[src/rtl/core/mpsa_pkg.sv]
// ----------------------------------------------------------------------------
// mpsa_pkg
// Shared types and codes of the multi-pool slot allocator.
// ----------------------------------------------------------------------------
`default_nettype none

package mpsa_pkg;

    // field widths
    localparam int MODE_W   = 3;
    localparam int SIZE_W   = 16;
    localparam int POOL_W   = 3;
    localparam int SLOT_W   = 8;
    localparam int STAT_W   = 3;
    localparam int OFF_W    = 22;
    localparam int IN_W     = 32;
    localparam int OUT_W    = 56;
    localparam int ADDR_W   = 5;
    localparam int DATA_W   = 32;
    localparam int REG_POOLS = 4;

    localparam logic [SIZE_W-1:0] FREE_MARK = 16'hFFFF;

    // operation codes
    localparam logic [MODE_W-1:0] MODE_RESERVE    = 3'd0;
    localparam logic [MODE_W-1:0] MODE_LOOKUP     = 3'd1;
    localparam logic [MODE_W-1:0] MODE_DELETE     = 3'd2;
    localparam logic [MODE_W-1:0] MODE_CLEAR_POOL = 3'd3;
    localparam logic [MODE_W-1:0] MODE_CLEAR_ALL  = 3'd4;

    // result status codes
    localparam logic [STAT_W-1:0] ST_OK          = 3'd0;
    localparam logic [STAT_W-1:0] ST_TOO_LARGE   = 3'd1;
    localparam logic [STAT_W-1:0] ST_STORE_FULL  = 3'd2;
    localparam logic [STAT_W-1:0] ST_ILLEGAL_ID  = 3'd3;
    localparam logic [STAT_W-1:0] ST_NOT_PRESENT = 3'd4;

    // register indexes
    localparam logic [2:0] REG_POOL_COUNT  = 3'd0;
    localparam logic [2:0] REG_SPILL       = 3'd1;
    localparam logic [2:0] REG_BLOCK_0     = 3'd2;
    localparam logic [2:0] REG_BLOCK_1     = 3'd3;
    localparam logic [2:0] REG_BLOCK_2     = 3'd4;
    localparam logic [2:0] REG_BLOCK_3     = 3'd5;
    localparam logic [2:0] REG_SLOT_COUNTS = 3'd6;

    typedef enum logic [2:0] {
        ST_IDLE,
        ST_SEARCH,
        ST_READ,
        ST_DONE
    } state_t;

    typedef struct packed {
        logic [2:0]                      pool_count;
        logic                            spill_enable;
        logic [REG_POOLS-1:0][SIZE_W-1:0] block_size;
        logic [31:0]                     slot_counts;
    } cfg_t;

    typedef struct packed {
        logic load;
        logic step;
        logic rd;
        logic commit;
    } cmd_t;

    typedef struct packed {
        logic [MODE_W-1:0] in_mode;
        logic              search_stop;
        logic              out_free;
    } stat_t;

endpackage

`default_nettype wire

[src/rtl/core/mpsa_ctrl.sv]
// ----------------------------------------------------------------------------
// mpsa_ctrl
// Sequencer: accept, pool search or table read where needed, then result hand-over.
// ----------------------------------------------------------------------------
`default_nettype none

module mpsa_ctrl (
    input  wire logic            aclk,
    input  wire logic            aresetn,
    input  wire logic            s_tvalid,
    output logic                 s_tready,
    input  mpsa_pkg::stat_t      stat,
    output mpsa_pkg::cmd_t       cmd
);
    import mpsa_pkg::*;

    state_t state_reg;
    state_t state_next;

    always_ff @(posedge aclk) begin
        if (!aresetn) begin
            state_reg <= ST_IDLE;
        end else begin
            state_reg <= state_next;
        end
    end

    // next state and commands
    always_comb begin
        state_next = state_reg;
        cmd        = '0;
        s_tready   = 1'b0;
        unique case (state_reg)
            ST_IDLE: begin
                s_tready = 1'b1;
                if (s_tvalid) begin
                    cmd.load = 1'b1;
                    if (stat.in_mode == MODE_RESERVE) begin
                        state_next = ST_SEARCH;
                    end else if (stat.in_mode == MODE_LOOKUP) begin
                        state_next = ST_READ;
                    end else begin
                        state_next = ST_DONE;
                    end
                end
            end
            ST_SEARCH: begin
                cmd.step = 1'b1;
                if (stat.search_stop) begin
                    state_next = ST_DONE;
                end
            end
            ST_READ: begin
                cmd.rd     = 1'b1;
                state_next = ST_DONE;
            end
            ST_DONE: begin
                if (stat.out_free) begin
                    cmd.commit = 1'b1;
                    state_next = ST_IDLE;
                end
            end
            default: state_next = ST_IDLE;
        endcase
    end

endmodule

`default_nettype wire

[config.mk]
export PLATFORM = sky130hd
export DESIGN_NAME = mpsa_ctrl
export DESIGN_NICKNAME = d
export VERILOG_FILES = /design/src/rtl/core/mpsa_pkg.sv /design/src/rtl/core/mpsa_ctrl.sv
export SDC_FILE = /design/constraint.sdc
export NUM_CORES = 1
export LEC_CHECK = 0
export ABC_AREA = 0
export BUFFER_PORTS_ARGS = -buffer_cell sky130_fd_sc_hd__buf_2
export CAP_MARGIN = 20
export CORE_AREA = 2 2 39 41
export CTS_CLUSTER_DIAMETER = 100
export DETAILED_ROUTE_END_ITERATION = 10
export DIE_AREA = 0 0 41 43
export GPL_ROUTABILITY_DRIVEN = 0
export PLACE_DENSITY = 0.46
export SYNTH_ARGS = -nofsm -noshare
export SYNTH_HDL_FRONTEND = slang
export SYNTH_SLANG_ARGS = --single-unit
[constraint.sdc]
create_clock -name aclk -period 1.82 [get_ports aclk]
set_clock_uncertainty 0.15 [all_clocks]
set_input_delay 0.182 -clock aclk [delete_from_list [all_inputs] [get_ports aclk]]
set_output_delay 0.182 -clock aclk [all_outputs]
set_load 0.1 [all_outputs]
## Yosys cells after proc, flatten, opt, wreduce, memory -nomap -nowiden

Index checks and enable logic that the tools add are counted.

- ROM bits: 0
- Bits in writable memories: 0
- Bits in latches: 0
- Output and inout bits: 5
- Bits in registers: 3
- Memories kept: 0
- Logic and storage cells: 24
- Input bits: 8

- Bitwise operators: 0
- Reduce and logical (&&, ||, !) cells: 3
- Order comparisons: 0
- Divide/modulo/power cells: 0
- Muxes and demuxes: 13
- Shift operators: 0
- Multiply operators: 0
- Add/sub/neg operators: 0
- Equality and inequality tests: 7

Operator list:

| operator | number |
|---|---|
| $mux W3 | 4 |
| $pmux W3 S4 | 1 |
| $mux W1 | 8 |
| $eq A3 B1 Y1 const B | 2 |
| $eq A3 B2 Y1 const B | 2 |
| $logic_not A3 Y1 | 2 |
| $ne A2 B2 Y1 const B | 3 |
| $reduce_and A3 Y1 | 1 |

## Longest topological paths before layout

- Word-level depth: 5
- Gate-level depth with buffers: 5
- Gate-level depth less buffers: 5

## Least setup slack after synthesis

Ideal clock, no wire load.

- Kind: register -> output
- From: reg state_reg[0]
- To: out cmd[3] in the netlist's numbering
- Arrival: 1.855 ns
- Path slack: -0.367 ns
- Required time: 1.488 ns
- Stages on the path, launching flop included: 4
- Path buffers: 0
- Cell sequence: dfxtp_1 > inv_1 > ha_1 > and2_2

RTL lines:

| item | line | text |
|---|---|---|
| start, declared | mpsa_ctrl.sv:17 | `state_t state_reg;` |
| start signal, assigned | mpsa_ctrl.sv:24 | `state_reg <= state_next;` |
| end, declared | mpsa_ctrl.sv:13 | `output mpsa_pkg::cmd_t cmd` |

==> flow_metrics.py <==
metrics = {
    "sta": {
        "tightest_slew_ns": 0.487,
        "min_period_ns": 1.72,
        "finalSetupTns_ns": 0,
        "final-setup-viol-count": 0,
        "max_freq_mhz": 580,
        "slew_violations": 0,
        "rsz0062_at_grt": "false",
        "slew_headroom": 0.677,
        "finalHoldViolCount": 0,
        "final.period_utilization": 0.947,
    },
    "grt": {
        "overflow": 0,
        "top_usage_layer": "met4",
        "gr-usage-met1": 0.0607,
        "use_met2": 0.0750,
        "grtUsageMet3": 0.0314,
        "grt_start_max_net_pins": 5,
        "antenna_found_initial": 0,
        "grt_pass1_wl_um": 655,
        "first_global_vias": 190,
        "track_usage": 0.0611,
    },
    "setup_path": {
        "rr_startpoint": "state_reg[0]",
        "path_class": "flop to output pin",
        "cpMaxStageDelayCell": "buf_2",
        "ff2ff_setup_slack_ns": 0.27,
        "reg2reg_to": "state_reg[0]",
        "cp-start-kind": "flop",
        "cp-startpoint": "state_reg[0]",
        "cp.arrival_ns": 1.39,
        "crit_path_cell_trace": "inv_1 -> ha_2 -> and2_4 -> buf_2",
        "rr_worst_depth": 5,
        "cp.required_ns": 1.49,
        "worstPathMaxFanout": 4,
        "cp-end-kind": "output pin",
        "endpoint": "cmd[3]",
        "slowest_delay_ns": 0.41,
    },
    "yosys": {
        "synth_top_family_by_area": "simple AND/OR/NAND/NOR gates",
        "synth_ff_type": "dfxtp_1",
        "synth-simple-area-share": 0.304,
        "synth_mux_area_frac": 0,
        "yosysSeqAreaShare": 0.203,
        "synth_adder_area_share": 0.253,
        "syn_nets": 35,
        "synth_xor_xnor_area_share": 0,
        "ys_ff_latch": 2,
        "synth_top_area_share": 0.253,
        "synth_edf_count": 0,
        "synth-compound-area-share": 0.165,
        "async_flop_share": 0,
        "synth_area_per_cell_um2": 8.60,
        "synthTopCellsByArea": "ha_1, dfxtp_1, inv_1",
        "ys_top_cells_by_count": "ha_1, inv_1, dfxtp_1, nand2_1, o22ai_1",
        "synth_area_um2": 198,
        "yosysUniqueCellTypes": 14,
        "synth.largest_area_cell": "ha_1",
        "ys_warn_count": 0,
        "netlist_instances": 23,
    },
    "run": {
        "maxCapViolCount": 0,
    },
    "floorplanning": {
        "core_region_area_um2": 1380,
        "dieHeight_um": 43,
        "initial_utilization": 0.143,
        "io_pins": 13,
        "fp.dieW_um": 41,
        "die_area_um2": 1760,
        "rows": 14,
    },
    "place": {
        "dp_hpwl_um": 404,
        "numPortBuffers": 12,
    },
    "route": {
        "drc_errors": 0,
        "drt-total-wl_um": 460,
        "first_iter_violations": 3,
        "wire_per_inst_um": 8.52,
        "firstDrtPassIters": 2,
        "vias": 217,
        "ant_nets": 0,
        "viasPerCell": 4.02,
    },
    "layout": {
        "regArea_um2": 40.0,
        "multiInputGateArea_um2": 149,
        "final_core_util": 0.222,
        "fillCellCount": 166,
        "diodes": 0,
        "drive_gt1_frac": 0.500,
        "nets": 52,
        "area_growth_pct": 55.1,
        "largest_reg_flops": 2,
    },
    "clock_tree": {
        "hold_buffers": 0,
        "path_clk_slew_ns": 0.03,
        "root_buffer": "clkbuf_4",
        "cts_setup_buffers": 0,
        "cts-resized-gates": 0,
        "cts_buffer_depth": 2,
        "cts_buffers": 3,
        "clock-sinks": 2,
        "cts_tree": "yes",
        "cts_max_level": 1,
        "clock_latency_ns": 0.22,
    },
    "run_status": {
        "status": "finished clean",
    },
    "worst_hold_path": {
        "min_path_type": "input port to flop",
    },
}
## per-layer routing
layer,vias to the layer above,share of wire
met4,0,0
met5,-,0
met1,99,0.43
met2,8,0.48
met3,0,0.087
li1,110,-
## through the flow
stage | std cells | hold slack, ns | setup slack [ns] | cell area [µm²]
finish | 54 | 0.0883 | 0.0968 | 307
floorplan | 23 | 0.183 | 0.103 | 204
global placement | 51 | 0.299 | 0.289 | 284
CTS | 54 | 0.0880 | 0.0749 | 307
detailed placement | 51 | 0.319 | 0.256 | 284
global route | 54 | 0.110 | 0.0181 | 307
## area by class of cell
type | instances | share of cell area
tap | 16 | 0.0653
sequential | 2 | 0.131
clock buffer | 3 | 0.0735
multi-input combinational | 17 | 0.486
inverter | 4 | 0.0490
timing repair buffer | 12 | 0.196
## cell usage in the layout (no fill, tap or decap)
cell type | netlist | final
a2111o_1 | 1 | 1
a221oi_1 | 1 | 1
and2_1 | 1 | 1
and2_4 | 0 | 1
buf_2 | 0 | 12
clkbuf_4 | 0 | 3
dfxtp_1 | 2 | 2
ha_1 | 4 | 2
ha_2 | 0 | 2
inv_1 | 4 | 4
nand2_1 | 2 | 2
nand2b_1 | 1 | 1
nor2_1 | 1 | 1
nor2b_4 | 1 | 1
nor4_1 | 1 | 1
nor4b_1 | 1 | 1
o22ai_1 | 2 | 2
## critical path, delay by kind of cell, from the launching register on
family	cells	cell delay, ns
fa+ha+maj	1	0.21
buf+inv	2	0.50
flops	1	0.33
simple gates	1	0.13
## worst min path at each step
stage / cells past startpoint / start / slack, ns / to
5_1_grt: 3 / aresetn / 0.11 / state_reg[0]
3_3_place_gp: 3 / stat[3] / 0.30 / state_reg[0]
3_5_place_dp: 3 / stat[2] / 0.32 / state_reg[1]
6_report: 3 / stat[2] / 0.09 / state_reg[1]
4_1_cts: 3 / stat[2] / 0.09 / state_reg[1]
2_1_floorplan: 2 / stat[3] / 0.18 / state_reg[0]
## cell families (layout without fill, tap and decap cells)
| logic type | after synthesis | after routing |
|---|---|---|
| flops | 2 | 2 |
| simple gates | 9 | 9 |
| buf+inv | 4 | 19 |
| compound gates | 4 | 4 |
| fa+ha+maj | 4 | 4 |
Power is not shown: default switching activity piles up to over one toggle a cycle in this logic, so the estimate is an artifact.
