`config.mk`:
```
export PLATFORM = sky130hd
export DESIGN_NAME = mpsa_cfg
export DESIGN_NICKNAME = d
export VERILOG_FILES = /design/src/rtl/core/mpsa_pkg.sv /design/src/rtl/core/mpsa_cfg.sv
export SDC_FILE = /design/constraint.sdc
export NUM_CORES = 1
export LEC_CHECK = 0
export BUFFER_PORTS_ARGS = -buffer_cell sky130_fd_sc_hd__buf_4
export CAP_MARGIN = 20
export CORE_UTILIZATION = 28
export DETAILED_ROUTE_END_ITERATION = 10
export PLACE_DENSITY_LB_ADDON = 0.05
export SLEW_MARGIN = 20
export SYNTH_ARGS = -nofsm -noshare
export SYNTH_HDL_FRONTEND = slang
export SYNTH_SLANG_ARGS = --single-unit
```
`constraint.sdc`:
```
create_clock -name aclk -period 2.2 [get_ports aclk]
set_input_delay 0.66 -clock aclk [delete_from_list [all_inputs] [get_ports aclk]]
set_output_delay 0.66 -clock aclk [all_outputs]
set_load 0.01 [all_outputs]
```
`src/rtl/core/mpsa_pkg.sv`:
```
// ----------------------------------------------------------------------------
// mpsa_pkg
// Shared types and codes of the multi-pool slot allocator.
// ----------------------------------------------------------------------------
`default_nettype none

package mpsa_pkg;

    // field widths
    localparam int MODE_W   = 3;
    localparam int SIZE_W   = 16;
    localparam int POOL_W   = 3;
    localparam int SLOT_W   = 8;
    localparam int STAT_W   = 3;
    localparam int OFF_W    = 22;
    localparam int IN_W     = 32;
    localparam int OUT_W    = 56;
    localparam int ADDR_W   = 5;
    localparam int DATA_W   = 32;
    localparam int REG_POOLS = 4;

    localparam logic [SIZE_W-1:0] FREE_MARK = 16'hFFFF;

    // operation codes
    localparam logic [MODE_W-1:0] MODE_RESERVE    = 3'd0;
    localparam logic [MODE_W-1:0] MODE_LOOKUP     = 3'd1;
    localparam logic [MODE_W-1:0] MODE_DELETE     = 3'd2;
    localparam logic [MODE_W-1:0] MODE_CLEAR_POOL = 3'd3;
    localparam logic [MODE_W-1:0] MODE_CLEAR_ALL  = 3'd4;

    // result status codes
    localparam logic [STAT_W-1:0] ST_OK          = 3'd0;
    localparam logic [STAT_W-1:0] ST_TOO_LARGE   = 3'd1;
    localparam logic [STAT_W-1:0] ST_STORE_FULL  = 3'd2;
    localparam logic [STAT_W-1:0] ST_ILLEGAL_ID  = 3'd3;
    localparam logic [STAT_W-1:0] ST_NOT_PRESENT = 3'd4;

    // register indexes
    localparam logic [2:0] REG_POOL_COUNT  = 3'd0;
    localparam logic [2:0] REG_SPILL       = 3'd1;
    localparam logic [2:0] REG_BLOCK_0     = 3'd2;
    localparam logic [2:0] REG_BLOCK_1     = 3'd3;
    localparam logic [2:0] REG_BLOCK_2     = 3'd4;
    localparam logic [2:0] REG_BLOCK_3     = 3'd5;
    localparam logic [2:0] REG_SLOT_COUNTS = 3'd6;

    typedef enum logic [2:0] {
        ST_IDLE,
        ST_SEARCH,
        ST_READ,
        ST_DONE
    } state_t;

    typedef struct packed {
        logic [2:0]                      pool_count;
        logic                            spill_enable;
        logic [REG_POOLS-1:0][SIZE_W-1:0] block_size;
        logic [31:0]                     slot_counts;
    } cfg_t;

    typedef struct packed {
        logic load;
        logic step;
        logic rd;
        logic commit;
    } cmd_t;

    typedef struct packed {
        logic [MODE_W-1:0] in_mode;
        logic              search_stop;
        logic              out_free;
    } stat_t;

endpackage

`default_nettype wire

```
`src/rtl/core/mpsa_cfg.sv`:
```
// ----------------------------------------------------------------------------
// mpsa_cfg
// Configuration register file behind the APB-style port.
// ----------------------------------------------------------------------------
`default_nettype none

module mpsa_cfg (
    input  wire logic                       aclk,
    input  wire logic                       aresetn,
    input  wire logic                       psel,
    input  wire logic                       penable,
    input  wire logic                       pwrite,
    input  wire logic [mpsa_pkg::ADDR_W-1:0] paddr,
    input  wire logic [mpsa_pkg::DATA_W-1:0] pwdata,
    output logic      [mpsa_pkg::DATA_W-1:0] prdata,
    output logic                            pready,
    output mpsa_pkg::cfg_t                  cfg
);
    import mpsa_pkg::*;

    cfg_t       cfg_reg;
    cfg_t       cfg_next;
    logic [2:0] reg_idx;
    logic       wr_en;

    assign pready  = 1'b1;
    assign reg_idx = paddr[4:2];
    assign wr_en   = psel & penable & pwrite & pready;
    assign cfg     = cfg_reg;

    // register write decode
    always_comb begin
        cfg_next = cfg_reg;
        if (wr_en) begin
            unique case (reg_idx)
                REG_POOL_COUNT:  cfg_next.pool_count    = pwdata[2:0];
                REG_SPILL:       cfg_next.spill_enable  = pwdata[0];
                REG_BLOCK_0:     cfg_next.block_size[0] = pwdata[15:0];
                REG_BLOCK_1:     cfg_next.block_size[1] = pwdata[15:0];
                REG_BLOCK_2:     cfg_next.block_size[2] = pwdata[15:0];
                REG_BLOCK_3:     cfg_next.block_size[3] = pwdata[15:0];
                REG_SLOT_COUNTS: cfg_next.slot_counts   = pwdata;
                default: ;
            endcase
        end
    end

    always_ff @(posedge aclk) begin
        if (!aresetn) begin
            cfg_reg.pool_count    <= 3'd4;
            cfg_reg.spill_enable  <= 1'b0;
            cfg_reg.block_size[0] <= 16'd16;
            cfg_reg.block_size[1] <= 16'd32;
            cfg_reg.block_size[2] <= 16'd64;
            cfg_reg.block_size[3] <= 16'd128;
            cfg_reg.slot_counts   <= 32'h4040_4040;
        end else begin
            cfg_reg <= cfg_next;
        end
    end

    // register read mux
    always_comb begin
        unique case (reg_idx)
            REG_POOL_COUNT:  prdata = {29'd0, cfg_reg.pool_count};
            REG_SPILL:       prdata = {31'd0, cfg_reg.spill_enable};
            REG_BLOCK_0:     prdata = {16'd0, cfg_reg.block_size[0]};
            REG_BLOCK_1:     prdata = {16'd0, cfg_reg.block_size[1]};
            REG_BLOCK_2:     prdata = {16'd0, cfg_reg.block_size[2]};
            REG_BLOCK_3:     prdata = {16'd0, cfg_reg.block_size[3]};
            REG_SLOT_COUNTS: prdata = cfg_reg.slot_counts;
            default:         prdata = '0;
        endcase
    end

endmodule

`default_nettype wire

```
## Yosys cells after proc, flatten, opt, wreduce, memory -nomap -nowiden

Index checks and enable logic that the tools add are counted.

| word-level totals | value |
|---|---|
| input port bits | 42 |
| logic and storage cells | 24 |
| register bits | 100 |
| output and inout bits | 133 |

| cells by class | value |
|---|---|
| muxes and demuxes | 1 |
| reduce and logical (&&, ||, !) cells | 8 |
| equal/unequal tests | 6 |
| bitwise gates (word level) | 2 |

Operators by type and width:

| cell | count |
|---|---|
| $pmux W32 S7 | 1 |
| $reduce_and A2 Y1 | 7 |
| $eq A3 B3 Y1 const B | 3 |
| $eq A3 B2 Y1 const B | 2 |
| $eq A3 B1 Y1 const B | 1 |
| $logic_not A3 Y1 | 1 |
| $and A1 B1 Y1 | 2 |

## Longest topological paths before layout

| depth | value |
|---|---|
| depth after elaboration | 3 |
| gate-level depth with buffers | 6 |
| gate-level depth less buffers | 3 |

## Worst setup path after synthesis

Ideal clock, no wire load.

| path | value |
|---|---|
| path type | input -> output |
| from | in paddr[3] in the netlist's numbering |
| to | out prdata[10] in the netlist's numbering |
| data required time | 1.540 ns |
| arrival time | 1.712 ns |
| path slack | -0.172 ns |
| buffers on the path | 3 |
| stages on the path | 6 |
| cells stage by stage | buf_2 nand2b_1 buf_2 clkbuf_1 nor2_1 a221o_1 |

| on the way | value |
|---|---|
| word-level cells in the longest chain between the ends | 2 |
| elaborated cells on any way between the ends | 8 |
| classes of those cells | eq/ne: 6; mux: 1; reduce/logical: 1 |

Ends and longest elaborated chain:

| item | RTL line | source |
|---|---|---|
| start: declaration | mpsa_cfg.sv:13 | `input wire logic [mpsa_pkg::ADDR_W-1:0] paddr,` |
| $eq A3 B3 Y1 (tied with other cells) | mpsa_cfg.sv:64 | `unique case (reg_idx)` |
| $pmux W32 S7 (*) | mpsa_cfg.sv:64 |  |
| end: declaration | mpsa_cfg.sv:15 | `output logic [mpsa_pkg::DATA_W-1:0] prdata,` |

Mark *: on every way between the ends. The rest lies on a longest branch, timed or not.

## Worst setup path in the final report

| path | value |
|---|---|
| from | in paddr[2] in the netlist's numbering |
| to | out prdata[3] in the netlist's numbering |

The elaborated chain is that of the path after synthesis.

==> run metrics <==
status finished, violations left; failing checks negative setup slack; post-DP HPWL 11,100 um; EDFF count, synth 0; Syn Inst Count ~480; FF+latch count, synth 100; design area roughly 6800 um^2; FF/Latch Area 2000 um^2; RSZ-0062 raised after global routing yes; Global Route met2 Usage 0.298; CTS buffer count 9; CP endpoint prdata[3]; critical setup path kind in -> out; min Tclk post-route 2.38 ns; Critical Path Start paddr[2]; VDD IR max roughly 0.00035 V; initial antenna violation count 0; # H-tree levels 3; area leader, netlist dfxtp_1; ys async rst share 0; Worst setup EP type output port; Synth warnings 0; register area share after synthesis 0.440; combinational cell fraction of total power 0.106; max_cap viols 0; R2R Setup Slk 1.50 ns; Clock power frac 0.409; Worst-path clk slew 0.07 ns; Die Width approximately 130 um; GRT met1 Usage 0.244; largest net degree at the start of global routing 52; # IOs roughly 180; Final setup viols 32; syn nets about 520; Port Buffers about 170; Switching Share 0.247; CP Launch Type primary input; drt initial violations 159; area occupied by multi-input gates 2370 um^2; final worst slack -0.183 ns; # fillers 1,634; Post-synth top cells nand2_1, mux2i_1, dfxtp_1, clkbuf_1, and2_1; global-route wire length before repair 23,100 um; Hold Path Class reg -> reg; largest cells by area after synthesis dfxtp_1, mux2i_1, nand2_1; leak pwr 2.98 nW; Starting Density 0.286; drt drc 0; Total GRT Usage 0.187; pins over their slew limit 0; overall routed net length ~15,000 um; synthesized area per cell 9.46 um^2; die area 16,800 um^2; FP Rows 46; Sequential Power Share 0.486; gr ovfl total 0; clk_skew 0 ns; reg2reg path depth 2; Power Internal 2.85 mW; cell with the most instances after synthesis nand2_1; Fin. Hold Viols 0; PD cells 555 nW/um^2; Bufs on Longest Clock Path 2; setup TNS -4.20 ns; P_sw roughly 0.93 mW; post-route ant nets 0; R2R Path Start cfg[53]; Die H 129 um; vias per inst 4.67; TritonCTS clock tree built; clk sink count 100; wire per inst ~17 um; Core Box Area 15,900 um^2; top_reg_cell synth dfxtp_1; layout cells sized above 1 0.368; crit share post-route 1.08; met3 Usage GRT 0.0421; placed cell areas 6360 um^2; number of global-route vias before repair 4,006; clk_lat worst skew 0.35 ns; CP Max Fanout 8; vias post-DR 4,143; Post-CTS Hold Buffers 0; post-synth top area share 0.440; busiest grt layer met2; Distinct cells, synth 39; Root Buffer clkbuf_16; synthesized area 4550 um^2; CP required 1.54 ns; Diodes inserted 0; critical path data arrival time about 1.7 ns; Layout Area Growth over Synthesis 49.6%; Largest register FFs 100; max frequency ~0.42 GHz; Final #Nets 708; HP Start cfg[24]; worst r2r dst cfg[53]; first-pass iteration count of the detailed router 4; Final Wtd Congestion roughly 0.76
cell families after synthesis:
family / after synthesis / share of synthesized area
AND/OR/NAND/NOR: 171 / 0.171
buffers and inverters: 46 / 0.0476
flip-flops: 100 / 0.440
AO/OA/AOI/OAI: 52 / 0.0924
multiplexers: 111 / 0.248
other: 1 / 0.000824
layout by cell type (no fill, tap or decap), types with 5 or more instances in the layout:
cell	Yosys	final
clkbuf_16	0	9
buf_12	0	12
mux2i_1	107	106
nand2_1	123	123
and2_1	17	16
o211ai_1	5	5
inv_1	8	8
dfxtp_1	100	100
a221o_1	12	12
o311ai_0	5	5
a22o_1	12	12
buf_6	1	16
o21ai_0	8	8
nor2_1	13	13
buf_4	7	180
cell type report:
| class | count | share of cell area |
|---|---|---|
| clock buffer | 11 | 0.0371 |
| clock inverter | 5 | 0.00515 |
| inverter | 8 | 0.00441 |
| multi-input combinational | 335 | 0.348 |
| sequential | 100 | 0.294 |
| tap | 216 | 0.0397 |
| timing repair buffer | 212 | 0.271 |
power groups by stage:
stage          clock network [mW]  registers (mW)  logic (mW)
2_1_floorplan                   0            1.88       0.177
3_3_place_gp                    0            1.88       0.377
3_5_place_dp                    0            1.88       0.378
4_1_cts                      1.60            1.84       0.397
5_1_grt                      1.68            1.84       0.431
6_report                     1.54            1.84       0.399
routing by layer:
metal / part of all wire / up-vias / wire length [um]
met2: 0.46 / 103 / 7040
li1: - / 2037 / -
met5: 0 / - / 0
met1: 0.47 / 1988 / 7260
met3: 0.058 / 15 / 898
met4: 0.015 / 0 / 238
through the flow:
stage	hold WS, ns	power [mW]	setup slack [ns]	utilization	instances
6_report	0.471	3.78	-0.183	0.428	887
3_5_place_dp	0.464	2.26	-0.272	0.401	869
2_1_floorplan	0.487	2.06	-0.0409	-	481
5_1_grt	0.494	3.95	-0.199	0.428	887
4_1_cts	0.476	3.83	-0.213	0.426	887
3_3_place_gp	0.453	2.25	-0.276	0.401	869
critical path: stages:
cell and delay, ns:
buf_12 0.11, nor2b_4 0.13, buf_12 0.14, a22o_1 0.21
a221o_1 0.33, buf_6 0.13
worst min path at each step:
stage / to / slack, ns / cells past startpoint
6_report: cfg[24] / 0.47 / 2
5_1_grt: cfg[24] / 0.49 / 2
4_1_cts: cfg[24] / 0.48 / 2
3_5_place_dp: cfg[44] / 0.46 / 2
3_3_place_gp: cfg[24] / 0.45 / 2
2_1_floorplan: cfg[16] / 0.49 / 2
repair_timing:
action	in CTS	in global routing
setup buffers	2	0
cloned	1	0
setup endpoints to repair	32	32
pin swaps	6	6
gates resized for setup	22	10
Power figures use the tool's default switching activity.
